==> src/rtl/wpmc_pkg.sv <==
// ----------------------------------------------------------------------------
// wpmc_pkg
// Shared types and constants for the watering pump mode controller.
// ----------------------------------------------------------------------------
package wpmc_pkg;

    // Configuration register widths and indexes
    localparam int MOIST_W    = 10;
    localparam int SECONDS_W  = 12;
    localparam int CFG_IDX_W  = 3;
    localparam int CFG_DATA_W = 12;

    localparam logic [CFG_IDX_W-1:0] CFG_LOW_LIMIT    = 3'd0;
    localparam logic [CFG_IDX_W-1:0] CFG_HIGH_LIMIT   = 3'd1;
    localparam logic [CFG_IDX_W-1:0] CFG_AUTO_RUN     = 3'd2;
    localparam logic [CFG_IDX_W-1:0] CFG_MANUAL_RUN   = 3'd3;
    localparam logic [CFG_IDX_W-1:0] CFG_SAMPLE_EVERY = 3'd4;

    // Register reset values
    localparam logic [MOIST_W-1:0]   LOW_LIMIT_RST    = 10'd300;
    localparam logic [MOIST_W-1:0]   HIGH_LIMIT_RST   = 10'd700;
    localparam logic [SECONDS_W-1:0] AUTO_RUN_RST     = 12'd60;
    localparam logic [SECONDS_W-1:0] MANUAL_RUN_RST   = 12'd10;
    localparam logic [SECONDS_W-1:0] SAMPLE_EVERY_RST = 12'd5;

    // LED codes
    localparam logic [1:0] LED_IDLE  = 2'd0;
    localparam logic [1:0] LED_PUMP  = 2'd1;
    localparam logic [1:0] LED_ALERT = 2'd2;

    // One tick request
    typedef struct packed {
        logic               mode_press;
        logic               manual_press;
        logic [MOIST_W-1:0] moisture_sample;
    } t_in_item;

    // One tick result
    typedef struct packed {
        logic       pump_drive;
        logic [1:0] led_code;
        logic       manual_active;
        logic       sample_latched;
    } t_out_item;

    // Current configuration
    typedef struct packed {
        logic [MOIST_W-1:0]   low_moisture_limit;
        logic [MOIST_W-1:0]   high_moisture_limit;
        logic [SECONDS_W-1:0] auto_run_seconds;
        logic [SECONDS_W-1:0] manual_run_seconds;
        logic [SECONDS_W-1:0] sample_every_seconds;
    } t_cfg;

endpackage

==> src/rtl/wpmc_cfg_regs.sv <==
// ----------------------------------------------------------------------------
// wpmc_cfg_regs
// Configuration register file with a plain write port and reset defaults.
// ----------------------------------------------------------------------------
module wpmc_cfg_regs (
    input  logic                               i_clk,
    input  logic                               i_rst_n,
    input  logic                               i_cfg_we,
    input  logic [wpmc_pkg::CFG_IDX_W-1:0]     i_cfg_index,
    input  logic [wpmc_pkg::CFG_DATA_W-1:0]    i_cfg_data,
    output wpmc_pkg::t_cfg                     o_cfg
);
    import wpmc_pkg::*;

    t_cfg r_cfg;

    // Decode the index and write the selected register
    always_ff @(posedge i_clk) begin
        if (!i_rst_n) begin
            r_cfg.low_moisture_limit   <= LOW_LIMIT_RST;
            r_cfg.high_moisture_limit  <= HIGH_LIMIT_RST;
            r_cfg.auto_run_seconds     <= AUTO_RUN_RST;
            r_cfg.manual_run_seconds   <= MANUAL_RUN_RST;
            r_cfg.sample_every_seconds <= SAMPLE_EVERY_RST;
        end else if (i_cfg_we) begin
            unique case (i_cfg_index)
                CFG_LOW_LIMIT:    r_cfg.low_moisture_limit   <= i_cfg_data[MOIST_W-1:0];
                CFG_HIGH_LIMIT:   r_cfg.high_moisture_limit  <= i_cfg_data[MOIST_W-1:0];
                CFG_AUTO_RUN:     r_cfg.auto_run_seconds     <= i_cfg_data[SECONDS_W-1:0];
                CFG_MANUAL_RUN:   r_cfg.manual_run_seconds   <= i_cfg_data[SECONDS_W-1:0];
                CFG_SAMPLE_EVERY: r_cfg.sample_every_seconds <= i_cfg_data[SECONDS_W-1:0];
                default: ;
            endcase
        end
    end

    assign o_cfg = r_cfg;

endmodule

==> src/rtl/wpmc_core.sv <==
// ----------------------------------------------------------------------------
// wpmc_core
// Controller state and the single-pass tick update: mode toggle, sample
// latch, then auto or manual pump logic.
// ----------------------------------------------------------------------------
module wpmc_core #(
    parameter int TICK_COUNT_BITS = 12
) (
    input  logic                i_clk,
    input  logic                i_rst_n,
    input  logic                i_advance,
    input  wpmc_pkg::t_in_item  i_item,
    input  wpmc_pkg::t_cfg      i_cfg,
    output wpmc_pkg::t_out_item o_result
);
    import wpmc_pkg::*;

    localparam int TW    = TICK_COUNT_BITS;
    localparam int CMP_W = (TICK_COUNT_BITS > SECONDS_W) ? TICK_COUNT_BITS : SECONDS_W;

    logic               r_manual;
    logic               r_pump;
    logic [1:0]         r_led;
    logic [TW-1:0]      r_run_ticks;
    logic [TW-1:0]      r_sample_ticks;
    logic [MOIST_W-1:0] r_held;

    logic               n_manual;
    logic               n_pump;
    logic [1:0]         n_led;
    logic [TW-1:0]      n_run_ticks;
    logic [TW-1:0]      n_sample_ticks;
    logic [MOIST_W-1:0] n_held;
    logic               n_latched;

    logic [TW-1:0]      sample_inc;
    logic               below_low;

    // Saturating tick increment
    function automatic logic [TW-1:0] tick_inc(input logic [TW-1:0] v);
        logic [TW-1:0] r;
        r = (v == {TW{1'b1}}) ? v : v + {{(TW-1){1'b0}}, 1'b1};
        return r;
    endfunction

    // Compare a tick count against a seconds limit at a common width
    function automatic logic reached(input logic [TW-1:0] cnt,
                                     input logic [SECONDS_W-1:0] lim);
        logic r;
        r = (CMP_W'(cnt) >= CMP_W'(lim));
        return r;
    endfunction

    // Work out the next state for the request in the input register
    always_comb begin
        n_manual       = r_manual ^ i_item.mode_press;
        n_pump         = r_pump;
        n_led          = r_led;
        n_run_ticks    = r_run_ticks;
        n_held         = r_held;
        n_latched      = 1'b0;
        sample_inc     = tick_inc(r_sample_ticks);
        n_sample_ticks = sample_inc;

        // Entering manual mode stops the pump
        if (i_item.mode_press && n_manual && n_pump) begin
            n_pump = 1'b0;
            n_led  = LED_IDLE;
        end

        // Latch a sample when the interval is reached
        if (reached(sample_inc, i_cfg.sample_every_seconds)) begin
            n_sample_ticks = '0;
            n_held         = i_item.moisture_sample;
            n_latched      = 1'b1;
        end

        below_low = (n_held < i_cfg.low_moisture_limit);

        if (!n_manual) begin
            // Auto mode: start dry, stop wet or on timeout
            if (below_low && !n_pump) begin
                n_pump      = 1'b1;
                n_led       = LED_PUMP;
                n_run_ticks = '0;
            end
            if (n_pump) begin
                n_run_ticks = tick_inc(n_run_ticks);
                if (n_held > i_cfg.high_moisture_limit) begin
                    n_pump = 1'b0;
                    n_led  = LED_IDLE;
                end else if (reached(n_run_ticks, i_cfg.auto_run_seconds)) begin
                    n_pump = 1'b0;
                    n_led  = LED_ALERT;
                end
            end
            if (!n_pump) begin
                n_led = below_low ? LED_ALERT : LED_IDLE;
            end
        end else begin
            // Manual mode: one timed run per press
            if (i_item.manual_press && !n_pump) begin
                n_pump      = 1'b1;
                n_led       = LED_PUMP;
                n_run_ticks = '0;
            end
            if (n_pump) begin
                n_run_ticks = tick_inc(n_run_ticks);
                if (reached(n_run_ticks, i_cfg.manual_run_seconds)) begin
                    n_pump = 1'b0;
                    n_led  = LED_IDLE;
                end
            end
        end
    end

    // Commit state when the request moves to the result register
    always_ff @(posedge i_clk) begin
        if (!i_rst_n) begin
            r_manual       <= 1'b0;
            r_pump         <= 1'b0;
            r_led          <= LED_IDLE;
            r_run_ticks    <= '0;
            r_sample_ticks <= '0;
            r_held         <= '0;
        end else if (i_advance) begin
            r_manual       <= n_manual;
            r_pump         <= n_pump;
            r_led          <= n_led;
            r_run_ticks    <= n_run_ticks;
            r_sample_ticks <= n_sample_ticks;
            r_held         <= n_held;
        end
    end

    assign o_result.pump_drive     = n_pump;
    assign o_result.led_code       = n_led;
    assign o_result.manual_active  = n_manual;
    assign o_result.sample_latched = n_latched;

endmodule

==> src/rtl/watering_pump_mode_controller_unit.sv <==
// ----------------------------------------------------------------------------
// watering_pump_mode_controller_unit
// Top level: input register, tick update core and result register.
// ----------------------------------------------------------------------------
// Each request is one one-second tick with the mode button, the manual button
// and a moisture sample; each produces exactly one result with the pump drive,
// LED code, mode and a sample-latched flag. A request is held in the input
// register and its result is registered into the output register as it moves
// on; one request is taken every cycle while results are accepted, and the core
// does its state update in a single pass. Configuration writes take effect at
// the next edge; the user must make them while the block is idle, which it does
// not enforce. Run and sample counters are TICK_COUNT_BITS wide and saturate.
module watering_pump_mode_controller_unit #(
    parameter int TICK_COUNT_BITS = 12
) (
    input  logic                            i_clk,
    input  logic                            i_rst_n,
    input  logic                            i_in_valid,
    output logic                            o_in_ready,
    input  wpmc_pkg::t_in_item              i_in_data,
    output logic                            o_out_valid,
    input  logic                            i_out_ready,
    output wpmc_pkg::t_out_item             o_out_data,
    input  logic                            i_cfg_we,
    input  logic [wpmc_pkg::CFG_IDX_W-1:0]  i_cfg_index,
    input  logic [wpmc_pkg::CFG_DATA_W-1:0] i_cfg_data
);
    import wpmc_pkg::*;

    logic      r_in_valid;
    t_in_item  r_in_data;
    logic      r_out_valid;
    t_out_item r_out_data;

    logic      advance;
    t_cfg      cfg;
    t_out_item result;

    // Move the held request on when the result register is free
    assign advance    = r_in_valid && (!r_out_valid || i_out_ready);
    assign o_in_ready = !r_in_valid || advance;

    // Input register
    always_ff @(posedge i_clk) begin
        if (!i_rst_n) begin
            r_in_valid <= 1'b0;
        end else if (o_in_ready) begin
            r_in_valid <= i_in_valid;
        end
    end

    always_ff @(posedge i_clk) begin
        if (o_in_ready && i_in_valid) begin
            r_in_data <= i_in_data;
        end
    end

    // Result register
    always_ff @(posedge i_clk) begin
        if (!i_rst_n) begin
            r_out_valid <= 1'b0;
        end else if (advance) begin
            r_out_valid <= 1'b1;
        end else if (i_out_ready) begin
            r_out_valid <= 1'b0;
        end
    end

    always_ff @(posedge i_clk) begin
        if (advance) begin
            r_out_data <= result;
        end
    end

    wpmc_cfg_regs u_cfg (
        .i_clk       (i_clk),
        .i_rst_n     (i_rst_n),
        .i_cfg_we    (i_cfg_we),
        .i_cfg_index (i_cfg_index),
        .i_cfg_data  (i_cfg_data),
        .o_cfg       (cfg)
    );

    wpmc_core #(
        .TICK_COUNT_BITS (TICK_COUNT_BITS)
    ) u_core (
        .i_clk     (i_clk),
        .i_rst_n   (i_rst_n),
        .i_advance (advance),
        .i_item    (r_in_data),
        .i_cfg     (cfg),
        .o_result  (result)
    );

    assign o_out_valid = r_out_valid;
    assign o_out_data  = r_out_data;

    // A running pump always shows the watering LED
    a_pump_led: assert property (@(posedge i_clk) disable iff (!i_rst_n)
        (r_out_valid && r_out_data.pump_drive) |-> (r_out_data.led_code == LED_PUMP))
        else $error("pump on without watering LED");

    // The LED code stays within its defined codes
    a_led_code: assert property (@(posedge i_clk) disable iff (!i_rst_n)
        r_out_valid |-> (r_out_data.led_code != 2'd3))
        else $error("undefined LED code");

    // A request held behind a stalled result is not lost
    a_hold_in: assert property (@(posedge i_clk) disable iff (!i_rst_n)
        (r_in_valid && r_out_valid && !i_out_ready) |=> (r_in_valid && $stable(r_in_data)))
        else $error("held request dropped");

    // A stalled result holds its value
    a_hold_out: assert property (@(posedge i_clk) disable iff (!i_rst_n)
        (r_out_valid && !i_out_ready) |=> (r_out_valid && $stable(r_out_data)))
        else $error("stalled result changed");

endmodule

==> config.mk <==
export PLATFORM = sky130hd
export DESIGN_NAME = watering_pump_mode_controller_unit
export DESIGN_NICKNAME = d
export VERILOG_FILES = /design/src/rtl/wpmc_pkg.sv /design/src/rtl/wpmc_cfg_regs.sv /design/src/rtl/wpmc_core.sv /design/src/rtl/watering_pump_mode_controller_unit.sv
export SDC_FILE = /design/constraint.sdc
export NUM_CORES = 1
export LEC_CHECK = 0
export ABC_AREA = 1
export ABC_CLOCK_PERIOD_IN_PS = 11280
export BUFFER_PORTS_ARGS = -buffer_cell sky130_fd_sc_hd__clkbuf_2
export CAP_MARGIN = 15
export CORE_MARGIN = 3
export CORE_UTILIZATION = 65
export CTS_CLUSTER_DIAMETER = 80
export DETAILED_ROUTE_END_ITERATION = 8
export PLACE_DENSITY = 0.84
export SLEW_MARGIN = 20
export SYNTH_ARGS = -nofsm -noshare
export SYNTH_HDL_FRONTEND = slang
export SYNTH_SLANG_ARGS = --single-unit
export TNS_END_PERCENT = 100
==> constraint.sdc <==
create_clock -name i_clk -period 11.28 [get_ports i_clk]
set_input_delay 0 -clock i_clk [delete_from_list [all_inputs] [get_ports i_clk]]
set_output_delay 0 -clock i_clk [all_outputs]
set_load 0.02 [all_outputs]
==> run summary, run 1 <==
status - completed
Critical Path Start - u_core.r_sample_ticks[0]
maximum clock rate - 140 MHz
Layout Cells excl Fill - 1149
post-route DRC violation count - 0
PD cells - 135 nW/µm²
fin. max-slew vios - 0
switching share of power - 27.6%
Worst-Skew Late Latency - 0.53 ns
dpl cells - 1082
antenna fix cells - 0
FF-to-FF setup slack - 4.15 ns
P&R area growth vs syn - 16.0%
Final Hold Viols - 0
Mean Syn Cell Area - 7.34 µm²
global-route wire length before repair - 30.6 mm
I/O Buffers - 38
Storage cell area - 2430 µm²
die area - 11900 µm²
reg-to-reg endpoint - u_core.r_led[0]
crit path max-delay cell type - dfxtp_1
leading cell types in the layout, fill and taps excluded - 172 x nand2_1, 146 x inv_1, 102 x o21ai_0
hpwl dp - 11.8 mm
Worst EP required - 11.75 ns
Gates resized, CTS repair - 0
Cells after Synth - 941
Flop pwr share - 40.8%
initial core utilization - 66.9%
Logic pwr share - 14.7%
NetSw - 0.000298 W
Yosys top cell area share - 27.8%
Int Pwr - 0.000782 W
worst r2r src - u_core.r_sample_ticks[0]
synthesized cell area - 6910 µm²
yosys warns - 0
Yosys reg bits - 113
post-synth cell types - 45
period utilisation layout - 63.2%
final setup TNS - 0 ns
gr usage total - 33.3%
unrepaired setup endpoints after global routing - no
peak supply drop - 0.138 mV
worst slew margin relative to its limit - 37.8%
largest net degree at the start of global routing - 64
H-tree levels - 4
vias in the first global route - 6350
CTS root buf - clkbuf_8
Final Skew - 0.00958 ns
leak pwr - 3.79 nW
top post-synthesis cells by area - dfxtp_1 28%, ha_1 11%, nand2_1 9.3%, inv_1 7.9%, o21ai_0 7.4%
GPL Wtd Cong - 0.965
drt wl/cell - 16.2 µm
core area - 10300 µm²
layout cells sized above 1 - 10.2%
CTS Buf Count - 17
final-layout fill cell count - 737
Clock Power Share - 44.5%
WP data arrival - 7.61 ns
Via density - 5.81
CTS tree - built
num rows - 37
DR vias - 6676
CTS max path bufs - 2
Die H - 109 µm
Post-synth EDFFs - 17
max-cap violation count - 0
clock sinks - 113
startpoint types - flop
initial antenna violation count - 0
Worst-Margin Slew - 0.929 ns
gr ovfl total - 0
Seq/Total Area, Yosys - 35.2%
min Tclk post-route - 7.13 ns
setup violators final - 0
most frequent CP cell - nand2_1
most common cell after layout, fill and taps aside - nand2_1
crit path to - u_core.r_led[0]
drt initial violations - 813
Stages on worst setup path - 42
endpoint class of the critical path - flop
nets - 1091
Async SR Flop Fraction - 0%
CP Class - reg2reg
FF-to-FF path depth - 42
antenna violation net count after detailed routing - 0
First-pass DRT Iterations - 6
area of the multi-input gates - 3740 µm²
Die Width - 109 µm
Worst path max stage delay - 0.39 ns
Synth Flop Type - dfxtp_1
worst-path fanout max - 24
class of the worst hold path - in2reg
Buf/Inv on CP - 4
IO Count - 39
clk slew on worst S/H paths - 0.06 ns
cell taking the most area after synthesis - dfxtp_1
CP delay by family, top - simple AND/OR/NAND/NOR gates
DRT Wirelength - 18.6 mm
Synth Net Count - 1032
==> cells by family (layout without fill, tap and decap cells) <==
logic type                 count (synthesis)  count (layout)  share of synthesized area, %
AOI/OAI and AO/OA                        250             250                          19.8
xor gates and xnor gates                  19              19                          2.52
adders and majority gates                 59              59                          10.7
buffers and inverters                    189             261                          10.7
DFF                                      113             113                          35.2
muxes                                      1               1                         0.145
and+or+nand+nor                          310             310                          21.0
==> synth_stat cells (all sizes together), types with 2 or more instances <==
master and number:
a21oi 102, a22oi 6, a31oi 3, buf 5, clkbuf 31, clkinv 3, dfxtp 96, edfxtp 17
ha 59, inv 150, nand2 178, nand3 42, nand3b 4, nand4 15, nor2 57, nor3 8
nor4 2, o211ai 20, o21a 5, o21ai 106, o21bai 5, or2 2, xnor2 5, xor2 14
==> power groups by stage <==
| stage | sequential [W] | clock [W] | combinational [W] |
|---|---|---|---|
| finish | 0.000440 | 0.000481 | 0.000159 |
| global route | 0.000441 | 0.000503 | 0.000178 |
| CTS | 0.000439 | 0.000484 | 0.000152 |
| detailed placement | 0.000447 | 0 | 0.000141 |
| global placement | 0.000447 | 0 | 0.000138 |
| floorplan | 0.000445 | 0 | 0.000106 |
==> per-layer routing <==
metal	global-route usage (%)	vias to the layer above	share of wire, %
met2	53.5	330	46
li1	-	3245	-
met3	6.99	65	8.7
met4	15.3	0	3.3
met5	0	-	0
met1	43.0	3036	42
==> worst min path at each step <==
| stage | start | to | slack [ns] | cells after the start |
|---|---|---|---|---|
| 2_1_floorplan | i_in_data[0] | r_in_data[0] | 0.1 | 0 |
| 3_3_place_gp | i_in_data[2] | r_in_data[2] | 0.18 | 1 |
| 3_5_place_dp | i_in_data[10] | r_in_data[10] | 0.18 | 1 |
| 4_1_cts | i_rst_n | u_cfg.o_cfg[0] | 0.02 | 3 |
| 5_1_grt | i_rst_n | u_cfg.o_cfg[0] | 0.08 | 3 |
| 6_report | i_rst_n | u_cfg.o_cfg[0] | 0.06 | 3 |
==> what timing repair did <==
item,CTS,global route
buffers inserted,0,0
hold endpoints to repair,70,0
hold buffers,35,0
==> stage by stage <==
stage	util, %	power [W]	hold WS [ns]	worst slack, ns	area, µm²
floorplan	-	0.000552	0.0989	5.12	6910
global placement	69.1	0.000586	0.177	4.61	7130
detailed placement	69.1	0.000589	0.179	4.38	7130
CTS	77.6	0.00108	0.0210	4.27	8010
global route	77.6	0.00112	0.0766	3.45	8010
finish	77.6	0.00108	0.0572	4.15	8010
==> worst register-to-register path, delay by kind of cell (launching register included) <==
kind	cells	cell delay [ns]
buffers and inverters	4	0.28
adder cells (fa/ha/maj)	5	1.29
AO/OA/AOI/OAI	9	1.60
AND/OR/NAND/NOR	23	3.33
XOR/XNOR	1	0.18
flip-flops	1	0.39
==> registers in the layout, indices dropped and copies added, names as in the netlist <==
signal                 flops
o_out_data                 5
o_out_valid                1
r_in_data                 12
r_in_valid                 1
u_cfg.o_cfg               56
u_core.r_held             10
u_core.r_led               2
u_core.r_manual            1
u_core.r_pump              1
u_core.r_run_ticks        12
u_core.r_sample_ticks     12
==> cell type report <==
class,count,area share [%]
clock buffer,27,6.28
clock inverter,5,0.328
inverter,153,7.20
multi-input combinational,639,46.7
sequential,113,30.4
tap,136,2.12
timing repair buffer,76,7.03
(Power assumes the default switching activity.)
==> run 2: changes to the inputs <==
- ABC_AREA: 1 -> 0
- ABC_CLOCK_PERIOD_IN_PS: 11280 -> 7400
- CORE_UTILIZATION: 65 -> 62
- PLACE_DENSITY: 0.84 -> 0.81
- clock period: 11.28 -> 7.4 ns (I/O delays scaled with it)
==> run summary, run 2 <==
Synth Net Count - 952 (-7.8%)
period utilisation layout - 97.0% (+34 points)
max FFs per register - 56 (unchanged)
Logic pwr share - 13.3% (-1.4 points)
GPL Wtd Cong - 1.03 (+7.0%)
maximum clock rate - 139 MHz (-0.65%)
Worst path max stage delay - 0.44 ns (+0.05 ns)
IO Count - 39 (unchanged)
count leader, synth - nand2_1
CP Class - reg2reg
Final Hold Viols - 0 (unchanged)
synthesized cell area - 7090 µm² (+2.7%)
num rows - 38 (+2.7%)
drt initial violations - 573 (-30%)
NetSw - 0.000448 W (+51%)
core area - 11000 µm² (+6.8%)
largest net degree at the start of global routing - 101 (+58%)
Die Width - 113 µm (+3.5%)
top post-synthesis cells by area - dfxtp_1 27%, ha_1 10%, nand2_1 7.5%, edfxtp_1 7.2%, a21boi_0 4.4%
gr ovfl total - 0 (unchanged)
H-tree levels - 4 (unchanged)
endpoint class of the critical path - flop
Post-synth EDFFs - 17 (unchanged)
initial core utilization - 64.3% (-2.6 points)
Die H - 113 µm (+3.5%)
Worst EP required - 7.57 ns (-4.18 ns)
post-synth cell types - 81 (+80%)
Critical Path Start - u_core.r_sample_ticks[4]
worst r2r src - u_core.r_sample_ticks[4]
DR vias - 6857 (+2.7%)
leading cell types in the layout, fill and taps excluded - 142 x nand2_1, 93 x dfxtp_1, 60 x inv_1
switching share of power - 25.4% (-2.2 points)
I/O Buffers - 38 (unchanged)
fin. max-slew vios - 0 (unchanged)
Commonest cells post-synth - 142 x nand2_1, 96 x dfxtp_1, 60 x inv_1
vias in the first global route - 6663 (+4.9%)
final core utilization - 77.2% (-0.44 points)
DRT Wirelength - 21.7 mm (+17%)
Worst-Margin Slew - 1.04 ns (+0.107 ns)
Cells after Synth - 861 (-8.5%)
Final Skew - 0.00494 ns (-0.00464 ns)
class of the worst hold path - in2reg
Seq/Total Area, Yosys - 34.3% (-0.91 points)
layout cells sized above 1 - 15.7% (+5.5 points)
Int Pwr - 0.00132 W (+69%)
leak pwr - 3.39 nW (-11%)
Yosys top cell area share - 27.1% (-0.72 points)
Hold Startpoint - i_cfg_index[1]
gr usage total - 33.4% (+0.088 points)
Worst-Skew Late Latency - 0.42 ns (-0.11 ns)
hold depth - 4 (+1)
min Tclk post-route - 7.18 ns (+0.0464 ns)
hpwl dp - 13.9 mm (+17%)
Via density - 6.35 (+9.4%)
P&R area growth vs syn - 20.0%
CTS root buf - clkbuf_16
CTS Buf Count - 17 (unchanged)
die area - 12800 µm² (+7.2%)
CTS tree - built
CTS max path bufs - 2 (unchanged)
drt wl/cell - 20.1 µm (+24%)
PD cells - 208 nW/µm² (+54%)
Clock Power Share - 49.0% (+4.5 points)
Flop pwr share - 37.7% (-3.1 points)
yosys warns - 0 (unchanged)
worst-path fanout max - 6 (-75%)
status - completed
startpoint types - flop
First-pass DRT Iterations - 5 (-1)
WP data arrival - 7.35 ns (-0.26 ns)
Mean Syn Cell Area - 8.24 µm² (+12%)
clock sinks - 113 (unchanged)
global-route wire length before repair - 33.8 mm (+10%)
Fin Hold WS - 0.154 ns (+0.0970 ns)
clk slew on worst S/H paths - 0.05 ns (about the same)
Yosys reg bits - 113 (unchanged)
most common cell after layout, fill and taps aside - nand2_1
initial antenna violation count - 0 (unchanged)
antenna violation net count after detailed routing - 0 (unchanged)
FF-to-FF path depth - 30 (-29%)
worst slew margin relative to its limit - 30.6% (-7.2 points)
peak supply drop - 0.192 mV (+39%)
Synth Flop Type - dfxtp_1
crit path max-delay cell type - o21ai_0
Async SR Flop Fraction - 0% (unchanged)
antenna fix cells - 0 (unchanged)
max-cap violation count - 0 (unchanged)
nets - 1017 (-6.8%)
post-route DRC violation count - 0 (unchanged)
cell taking the most area after synthesis - dfxtp_1
setup violators final - 0 (unchanged)
## run 2: through the flow
step           power, W  setup slack, ns  setup TNS [ns]  instances  cell area (µm²)
2_1_floorplan  0.000813            0.231               0        861             7090
3_3_place_gp   0.000872            0.173               0       1000             7330
3_5_place_dp   0.000879           -0.336           -1.61       1000             7330
4_1_cts         0.00174           0.0261               0       1061             8250
5_1_grt         0.00182           -0.179          -0.780       1079             8510
6_report        0.00177            0.220               0       1079             8510
## run 2: timing repair
| action | in CTS | in global routing |
|---|---|---|
| setup endpoints to repair | 6 | 6 |
| pin swaps | 3 | 14 |
| buffers inserted | 2 | 18 |
| hold buffers | 27 | 0 |
| gates resized for setup | 3 | 32 |
| endpoints found under the hold margin | 68 | 0 |
## run 2: per-layer routing
layer	part of all wire, %	wire, µm	global-route usage [%]	vias up
met3	9.7	2100	8.34	77
met2	47	10100	53.7	369
met5	0	0	0	-
li1	-	-	-	3170
met4	4.1	878	15.3	0
met1	40	8570	42.4	3241
## run 2: worst max-delay path: cells and delay by family (launching register included)
| kind | cells | cell delay, ns |
|---|---|---|
| compound gates | 7 | 2.19 |
| fa+ha+maj | 4 | 1.03 |
| buf+inv | 5 | 0.81 |
| flops | 1 | 0.42 |
| mux | 2 | 0.61 |
| simple gates | 12 | 1.87 |
## run 2: cells by family after synthesis
family	share of synthesized area (%)
AND/OR/NAND/NOR	21.8
AO/OA/AOI/OAI	22.8
flip-flops	34.3
buffers and inverters	6.12
adder cells (fa/ha/maj)	10.4
XOR/XNOR	1.85
multiplexers	2.72
## run 2: power by group through the flow
stage               Clock, W  Combinational (W)  Sequential, W
finish              0.000866           0.000236       0.000667
CTS                 0.000861           0.000217       0.000665
global placement           0           0.000195       0.000677
floorplan                  0           0.000142       0.000672
global route        0.000896           0.000254       0.000669
detailed placement         0           0.000201       0.000678
## run 2: layout make-up
cell class | count | area [µm²]
clock buffer | 21 | 460
inverter | 62 | 233
tap | 140 | 175
clock inverter | 11 | 161
timing repair buffer | 95 | 697
sequential | 113 | 2440
multi-input combinational | 637 | 4350
fill | 733 | 2520
## run 2: worst paths after layout
path | endpoint | slack [ns]
worst max register to register | o_out_data[3] | 0.22
worst min-delay path | u_cfg.o_cfg[36] | 0.15
worst min register to register | u_cfg.o_cfg[34] | 0.46
worst max-delay path | o_out_data[3] | 0.22
==> run 3: changes to the inputs <==
- BUFFER_PORTS_ARGS: -buffer_cell sky130_fd_sc_hd__clkbuf_2 -> -buffer_cell sky130_fd_sc_hd__buf_2
==> run summary, run 3 (synthesized netlist as in run 2, its figures left out) <==
status - completed
initial core utilization - 64.3% (unchanged)
H-tree levels - 4 (unchanged)
CTS max path bufs - 2 (unchanged)
worst slew margin relative to its limit - 35.3% (+4.7 points)
clock sinks - 113 (unchanged)
Layout Cells excl Fill - 1072 (-0.65%)
antenna violation net count after detailed routing - 0 (unchanged)
startpoint types - flop
final-layout fill cell count - 771 (+5.2%)
class of the worst hold path - in2reg
global-route wire length before repair - 34.2 mm (+1.2%)
Die H - 113 µm (unchanged)
gr ovfl total - 0 (unchanged)
initial antenna violation count - 0 (unchanged)
First-pass DRT Iterations - 5 (unchanged)
GPL Wtd Cong - 0.967 (-6.3%)
Worst-Skew Late Latency - 0.42 ns (about the same)
maximum clock rate - 139 MHz (-0.32%)
most frequent CP cell - nand4_1
Worst-Margin Slew - 0.970 ns (-0.0666 ns)
max-cap violation count - 0 (unchanged)
total chip power - 0.00174 W (-1.7%)
DRT Wirelength - 21.6 mm (-0.43%)
crit path max-delay cell type - a2111oi_4
clk slew on worst S/H paths - 0.05 ns (about the same)
CP Class - reg2reg
core area - 11000 µm² (unchanged)
peak supply drop - 0.283 mV (+48%)
leading cell types in the layout, fill and taps excluded - 142 x nand2_1, 90 x dfxtp_1, 60 x inv_1
drt initial violations - 662 (+16%)
CP delay by family, top - compound AO/OA/AOI/OAI gates
Die Width - 113 µm (unchanged)
Buf/Inv on CP - 4 (-1)
period utilisation layout - 97.3% (+0.31 points)
FF-to-FF setup slack - 0.20 ns (-0.02 ns)
hpwl dp - 14.1 mm (+1.4%)
Worst path max stage delay - 0.43 ns (about the same)
PD cells - 207 nW/µm² (-0.49%)
DR vias - 6813 (-0.64%)
drt wl/cell - 20.1 µm (+0.22%)
endpoint class of the critical path - flop
setup violators final - 0 (unchanged)
Via density - 6.36 (about the same)
leak pwr - 3.35 nW (-1.3%)
largest net degree at the start of global routing - 101 (unchanged)
gr usage total - 33.9% (+0.48 points)
die area - 12800 µm² (unchanged)
Final Hold Viols - 0 (unchanged)
max FFs per register - 56 (unchanged)
Final Skew - 0.00845 ns (+0.00352 ns)
I/O Buffers - 38 (unchanged)
CTS tree - built
min Tclk post-route - 7.20 ns (+0.0230 ns)
CTS root buf - clkbuf_16
antenna fix cells - 0 (unchanged)
IO Count - 39 (unchanged)
Worst EP required - 7.57 ns (about the same)
nets - 1010 (-0.69%)
most common cell after layout, fill and taps aside - nand2_1
fin. max-slew vios - 0 (unchanged)
P&R area growth vs syn - 18.6%
CTS Buf Count - 17 (unchanged)
area of the multi-input gates - 4320 µm² (-0.66%)
vias in the first global route - 6691 (+0.42%)
dpl cells - 1002 (+0.20%)
worst-path fanout max - 9 (+3)
num rows - 38 (unchanged)
post-route DRC violation count - 0 (unchanged)
WP data arrival - 7.37 ns (+0.02 ns)
layout cells sized above 1 - 15.0% (-0.63 points)
Storage cell area - 2440 µm² (+0.15%)
-- run 3: cell count changes in the layout (fill, tap and decap cells not counted), sizes merged --
| cell | change |
|---|---|
| buf | +31 |
| bufinv | -1 |
| clkbuf | -39 |
| inv | +2 |
-- run 3: where the power goes --
group	leakage (nW)	internal (W)	switching [W]
clock network	0.287	0.000531	0.000309
registers	0.948	0.000648	0.0000185
logic	2.12	0.0000926	0.000139
total	3.35	0.00127	0.000466
-- run 3: layout make-up --
cell class	instances	share of cell area, %
multi-input combinational	637	51.3
tap	140	2.08
clock inverter	12	1.89
sequential	113	29.1
timing repair buffer	88	7.66
clock buffer	20	5.19
inverter	62	2.77
-- run 3: worst register-to-register path: cells and delay by family, from the launching register on --
family / cells / cell delay, ns
AO/OA/AOI/OAI: 12 / 2.50
XOR/XNOR: 1 / 0.18
adder cells (fa/ha/maj): 4 / 1.05
buffers and inverters: 4 / 0.69
flip-flops: 1 / 0.38
multiplexers: 1 / 0.32
AND/OR/NAND/NOR: 13 / 1.83
-- run 3: worst paths after layout --
check	cells past startpoint	end	from
min	4	u_cfg.o_cfg[37]	i_cfg_index[1]
min reg2reg	2	u_cfg.o_cfg[35]	u_cfg.o_cfg[35]
max	35	o_out_data[3]	u_core.r_sample_ticks[3]
max reg2reg	35	o_out_data[3]	u_core.r_sample_ticks[3]
-- run 3: per-layer routing --
layer / global-route usage (%) / routed length [µm] / part of all wire, % / vias up
met4: 14.9 / 931 / 4.3 / 0
met1: 42.5 / 8670 / 40 / 3201
li1: - / - / - / 3151
met5: 0 / 0 / 0 / -
met2: 54.9 / 10100 / 47 / 372
met3: 9.09 / 1910 / 8.8 / 89
-- run 3: per-stage QoR --
step | hold WS (ns) | TNS (ns) | instance area, µm² | worst slack [ns] | utilization, %
after floorplan | 0.0989 | 0 | 7090 | 0.231 | -
after global placement | 0.176 | 0 | 7340 | 0.225 | 66.6
after detailed placement | 0.178 | -1.47 | 7340 | -0.294 | 66.6
after CTS | 0.124 | 0 | 8240 | 0.0500 | 74.7
after global routing | 0.182 | -0.615 | 8410 | -0.157 | 76.2
final | 0.151 | 0 | 8410 | 0.197 | 76.2
-- run 3: what timing repair did --
item | 4_1_cts | 5_1_grt
resized for setup | 3 | 31
endpoints found under the setup margin | 6 | 6
pin swaps | 4 | 16
hold endpoints to repair | 70 | 0
hold buffers | 27 | 0
setup buffers | 2 | 9
